File: config.mk
export PLATFORM = sky130hd
export DESIGN_NAME = rasum_ctrl
export DESIGN_NICKNAME = d
export VERILOG_FILES = /design/src/rasum_pkg.sv /design/src/rasum_ctrl.sv
export SDC_FILE = /design/constraint.sdc
export NUM_CORES = 1
export LEC_CHECK = 0
export ABC_AREA = 1
export BUFFER_PORTS_ARGS = -buffer_cell sky130_fd_sc_hd__buf_4
export CAP_MARGIN = 15
export CORE_AREA = 2 2 39 41
export DETAILED_ROUTE_END_ITERATION = 16
export DIE_AREA = 0 0 41 43
export HOLD_SLACK_MARGIN = 0.15
export PLACE_DENSITY = 0.57
export SETUP_SLACK_MARGIN = 0.02
export SLEW_MARGIN = 20
export SYNTH_ARGS = -nofsm -noshare
export SYNTH_HDL_FRONTEND = slang
export SYNTH_SLANG_ARGS = --single-unit
File: constraint.sdc
create_clock -name clk -period 1.85 [get_ports clk]
set_input_delay 0.0925 -clock clk [delete_from_list [all_inputs] [get_ports clk]]
set_output_delay 0.0925 -clock clk [all_outputs]
set_load 0.1 [all_outputs]
File: src/rasum_pkg.sv
`timescale 1ns / 1ps
// Shared constants and types for the range-add / range-sum store.
package rasum_pkg;

    localparam int unsigned MAX_ELEMENTS_DEF = 1024;
    localparam int unsigned LEN_W            = 11;
    localparam int unsigned DATA_W           = 64;
    localparam logic [LEN_W-1:0] LEN_RESET   = LEN_W'(1024);

    typedef enum logic [3:0] {
        CMD_NONE,
        CMD_CLEAR,
        CMD_LOAD,
        CMD_ADD_SETUP1,
        CMD_ADD_SETUP2,
        CMD_UPD_WR,
        CMD_QRY_SETUP1,
        CMD_QRY_SETUP2,
        CMD_QRY_ACC,
        CMD_QRY_MUL,
        CMD_QRY_FIN1,
        CMD_QRY_FIN2,
        CMD_PUBLISH
    } cmd_code_t;

    typedef struct packed {
        cmd_code_t code;
    } dp_cmd_t;

    typedef struct packed {
        logic clr_last;
        logic is_query;
        logic is_empty;
        logic upd_done;
        logic qry_done;
    } dp_status_t;

endpackage

File: src/rasum_ctrl.sv
`timescale 1ns / 1ps
// Controller: sequences clearing, update passes and prefix-sum passes.
module rasum_ctrl (
    input  logic                  clk,
    input  logic                  rst_n,
    input  logic                  in_valid,
    output logic                  in_ready,
    output logic                  out_valid,
    input  logic                  out_ready,
    output rasum_pkg::dp_cmd_t    cmd,
    input  rasum_pkg::dp_status_t status
);
    import rasum_pkg::*;

    localparam logic [3:0] S_CLEAR    = 4'd0;
    localparam logic [3:0] S_IDLE     = 4'd1;
    localparam logic [3:0] S_DISPATCH = 4'd2;
    localparam logic [3:0] S_ADD1     = 4'd3;
    localparam logic [3:0] S_UPD_RD   = 4'd4;
    localparam logic [3:0] S_UPD_WR   = 4'd5;
    localparam logic [3:0] S_ADD2     = 4'd6;
    localparam logic [3:0] S_QRY1     = 4'd7;
    localparam logic [3:0] S_QRY_RD   = 4'd8;
    localparam logic [3:0] S_QRY_ACC  = 4'd9;
    localparam logic [3:0] S_QMUL     = 4'd10;
    localparam logic [3:0] S_QFIN     = 4'd11;
    localparam logic [3:0] S_QRY2     = 4'd12;
    localparam logic [3:0] S_PUBLISH  = 4'd13;

    logic [3:0] state_reg;
    logic [3:0] state_next;
    logic       pass_reg;
    logic       pass_next;
    logic       out_valid_reg;
    logic       out_valid_next;

    always_comb
    begin
        state_next     = state_reg;
        pass_next      = pass_reg;
        out_valid_next = out_valid_reg && !out_ready;
        cmd.code       = CMD_NONE;

        unique case (state_reg)
            S_CLEAR:
            begin
                cmd.code = CMD_CLEAR;
                if (status.clr_last)
                    state_next = S_IDLE;
            end
            S_IDLE:
            begin
                if (in_valid)
                begin
                    cmd.code   = CMD_LOAD;
                    state_next = S_DISPATCH;
                end
            end
            S_DISPATCH:
            begin
                if (status.is_empty)
                    state_next = status.is_query ? S_PUBLISH : S_IDLE;
                else
                    state_next = status.is_query ? S_QRY1 : S_ADD1;
            end
            S_ADD1:
            begin
                cmd.code   = CMD_ADD_SETUP1;
                pass_next  = 1'b0;
                state_next = S_UPD_RD;
            end
            S_UPD_RD:
            begin
                if (status.upd_done)
                    state_next = pass_reg ? S_IDLE : S_ADD2;
                else
                    state_next = S_UPD_WR;
            end
            S_UPD_WR:
            begin
                cmd.code   = CMD_UPD_WR;
                state_next = S_UPD_RD;
            end
            S_ADD2:
            begin
                cmd.code   = CMD_ADD_SETUP2;
                pass_next  = 1'b1;
                state_next = S_UPD_RD;
            end
            S_QRY1:
            begin
                cmd.code   = CMD_QRY_SETUP1;
                pass_next  = 1'b0;
                state_next = S_QRY_RD;
            end
            S_QRY_RD:
            begin
                state_next = status.qry_done ? S_QMUL : S_QRY_ACC;
            end
            S_QRY_ACC:
            begin
                cmd.code   = CMD_QRY_ACC;
                state_next = S_QRY_RD;
            end
            S_QMUL:
            begin
                cmd.code   = CMD_QRY_MUL;
                state_next = S_QFIN;
            end
            S_QFIN:
            begin
                cmd.code   = pass_reg ? CMD_QRY_FIN2 : CMD_QRY_FIN1;
                state_next = pass_reg ? S_PUBLISH : S_QRY2;
            end
            S_QRY2:
            begin
                cmd.code   = CMD_QRY_SETUP2;
                pass_next  = 1'b1;
                state_next = S_QRY_RD;
            end
            S_PUBLISH:
            begin
                if (!out_valid_reg || out_ready)
                begin
                    cmd.code       = CMD_PUBLISH;
                    out_valid_next = 1'b1;
                    state_next     = S_IDLE;
                end
            end
            default:
                state_next = S_IDLE;
        endcase
    end

    always_ff @(posedge clk or negedge rst_n)
    begin
        if (!rst_n)
        begin
            state_reg     <= S_CLEAR;
            pass_reg      <= 1'b0;
            out_valid_reg <= 1'b0;
        end
        else
        begin
            state_reg     <= state_next;
            pass_reg      <= pass_next;
            out_valid_reg <= out_valid_next;
        end
    end

    assign in_ready  = (state_reg == S_IDLE);
    assign out_valid = out_valid_reg;

    a_no_accept_clearing: assert property (@(posedge clk) disable iff (!rst_n)
        (state_reg == S_CLEAR) |-> !in_ready)
        else $error("item taken during clearing pass");

    a_publish_free: assert property (@(posedge clk) disable iff (!rst_n)
        (cmd.code == CMD_PUBLISH) |-> (!out_valid_reg || out_ready))
        else $error("result overwritten before transaction");

    a_valid_from_publish: assert property (@(posedge clk) disable iff (!rst_n)
        $rose(out_valid_reg) |-> ($past(state_reg) == S_PUBLISH))
        else $error("result raised outside publish");

endmodule

Yosys cells after proc, flatten, opt, wreduce, memory -nomap -nowiden
Cells that the tools add are included.
{ "classes": {"eq_ne": 16, "muxes": 18, "n_reduce_logical": 11} }
{ "op_table": {"columns": ["op", "n"], "rows": [
  ["$pmux W4 S11", 1],
  ["$pmux W4 S10", 1],
  ["$eq A4 B4 Y1 const B", 6],
  ["$mux W4", 6],
  ["$eq A4 B3 Y1 const B", 4],
  ["$mux W3", 3],
  ["$eq A4 B2 Y1 const B", 2],
  ["$ne A2 B2 Y1 const B", 3],
  ["$reduce_or A3 Y1", 2],
  ["$eq A4 B1 Y1 const B", 1],
  ["$logic_not A4 Y1", 1],
  ["$mux W1", 4],
  ["$mux W2", 2],
  ["$reduce_or A2 Y1", 2],
  ["$reduce_and A3 Y1", 1],
  ["$logic_not A1 Y1", 2],
  ["$pmux W1 S2", 1],
  ["$reduce_bool A2 Y1", 1],
  ["$logic_and A1 B1 Y1", 1],
  ["$logic_or A1 B1 Y1", 1]
]} }
{ "totals": {"ff_bits": 6, "input_bits": 9, "output_inout_bits": 6, "wordCells": 48} }

Logic depth before layout (Yosys ltp)
{ "logic_depth": {"ltp_word": 4, "depth_mapped": 8, "ltp_nobuf": 8} }

Worst setup path after synthesis
OpenSTA, ideal clock, no wires.
{ "synth_path": {"kind": "flip-flop to output port", "from": "register state_reg[2]", "to": "output port cmd[1] in the netlist's numbering", "t_arrival_ns": 2.306, "required_ns": 1.757, "setup_slack_ns": -0.549, "path_stages_with_launch": 4, "path_buffers": 0, "path_cell_list": "dfrtp_1 nor2_1 nand2_1 o221ai_1"} }
{ "synth_lines": {"columns": ["element", "line", "rtl"], "rows": [
  ["start, declared", "rasum_ctrl.sv:30", "logic [3:0] state_reg;"],
  ["start signal, assigned", "rasum_ctrl.sv:145", "state_reg <= state_next;"],
  ["end, declared", "rasum_ctrl.sv:10", "output rasum_pkg::dp_cmd_t cmd,"]
]} }

==> metrics.txt <==
status=completed; Core Rows=14; Clock Latency Late Sink=240 ps; Max Slew Vio Count=0; post-synth cell types=12; Layout area overhead=42.3%; Syn Std Cell Area=485 µm²; max-cap check violation count=0; worst path arrival time=1630 ps; mux contribution to synthesized area=0; first-pass GRT wire length=1970 µm; final setup margin=129 ps; Initial DRC Count=17; Slew headroom=0.773; pre-CTS WS=370 ps; Die X=41 µm; Setup crit end kind=output pin; largest net degree at the start of global routing=8; sequential area share after synthesis=0.309; CTS tree=done; htree depth=1; vias in the first global route=501; Hold Violations, Final=0; FF/Latch Area=151 µm²; unrepaired setup endpoints after global routing=false; area of the multi-input gates=287 µm²; share of cells above drive strength 1=0.204; wire per inst=9.81 µm; post-route antenna net violation count=0; DRC=0; number of placed I/O pins=15; via count=592; simple-gate share of the synthesized area=0.436; CTS root buf=clkbuf_4; clock buffer count from CTS=3; Final Skew=8.38 ps; WL final=1220 µm; critical path launch point=state_reg[2]; FILL cells=156; fmax=581 MHz; compound-gate portion of the synthesized area=0.124; Nets=118; height of the die=43 µm; initial core utilization=0.351; average size of a mapped cell=5.64 µm²; drt pass-1 iters=4; max reg flops=4; launching point of the worst reg2reg path=state_reg[2]; Worst-Margin Slew=340 ps; Final setup viols=0; Reg clk slew, reported paths=50 ps; Worst Hold Class=in2reg; Post-Synth XOR/XNOR Area=0; gate count after technology mapping=86; DIE AREA=1760 µm²; grt ovf=0; initial antenna violation count=0; Post-Syn Nets=95; minimum clock period=1720 ps; Vias/cell=4.77; core box area=1380 µm²; CTS max path bufs=2; Yosys reg bits=6; routability cong.=0.832; Adder-Cell Fraction of Synth Area=0; Final TNS setup=0 ps; CTS Sinks=6; Worst Path Required=1760 ps; number of diodes=0; Max Fanout on Critical Path=6; crit start category=flop; synth warn=0; critical path type=reg2out; period utilization=0.930; PortBufs=14; dpl hpwl=1030 µm; largest family of logic cells by synthesized area=simple AND/OR/NAND/NOR gates; Worst Min Path Start=out_ready; GRT Util Overall=0.169
-- metrics by stage --
step / hold WS, ps / std cells / util / cell area [µm²]
2_1_floorplan: -203 / 86 / - / 499
3_3_place_gp: -97.4 / 117 / 0.457 / 632
3_5_place_dp: -99.7 / 117 / 0.457 / 632
4_1_cts: 150 / 124 / 0.497 / 688
5_1_grt: 161 / 124 / 0.499 / 691
6_report: 158 / 124 / 0.499 / 691
-- timing repair --
action / in CTS / in global routing
endpoints found under the setup margin: 0 / 1
endpoints found under the hold margin: 8 / 0
resized for setup: 0 / 1
hold buffers: 3 / 0
buffers inserted: 0 / 0
-- per-layer routing --
| metal | track usage | share of wire | wire length [µm] | up-vias |
|---|---|---|---|---|
| met4 | 0.100 | 0 | 0 | 0 |
| met3 | 0.0314 | 0.043 | 52 | 0 |
| met5 | 0 | 0 | 0 | - |
| met2 | 0.253 | 0.50 | 613 | 16 |
| met1 | 0.215 | 0.45 | 551 | 263 |
| li1 | - | - | - | 313 |
-- layout make-up --
type	instances	area share
clock buffers	4	0.0380
inverters	17	0.0924
well taps	16	0.0290
flip-flops and latches	6	0.219
repair buffers	18	0.207
multi-input cells	63	0.415
-- Yosys cell counts --
library cell | instances | area, µm²
a21oi_1 | 3 | 15.0
dfrtp_1 | 6 | 150
inv_1 | 17 | 63.8
nand2_1 | 29 | 109
nand3_1 | 8 | 40.0
nand4_1 | 1 | 6.26
nor2_1 | 15 | 56.3
o2111ai_1 | 1 | 8.76
o211ai_1 | 1 | 7.51
o21ai_0 | 3 | 15.0
o21ai_1 | 1 | 5.00
o221ai_1 | 1 | 8.76
-- placed cells by master, fill, tap and decap left out, drive strengths merged --
master       count
inv             17
dfrtp            6
nand2           29
o21ai            4
nand3            8
a21oi            3
buf             15
clkbuf           4
nor2            15
o2111ai          1
o211ai           1
dlygate4sd3      3
o221ai           1
nand4            1
-- logic make-up after synthesis --
logic type / count (synthesis)
AND/OR/NAND/NOR: 53
AO/OA/AOI/OAI: 10
flip-flops: 6
buffers and inverters: 17
-- critical path: stages, from the launching register on --
cell       delay (ps)
dfrtp_1           420
nor2_1            290
inv_1             140
o2111ai_2         210
buf_4             320
-- final timing paths --
check	end	slack, ps	cells after the start
max	cmd[0]	130	4
min	out_valid	160	4
max reg2reg	state_reg[1]	460	7
min reg2reg	pass_reg	560	2
max in group asynchronous	out_valid	1540	2
min in group asynchronous	state_reg[3]	190	2
Power is left out: the tool's default activity adds up to more than one toggle a clock period on the data nets, which glitch-free logic cannot reach.
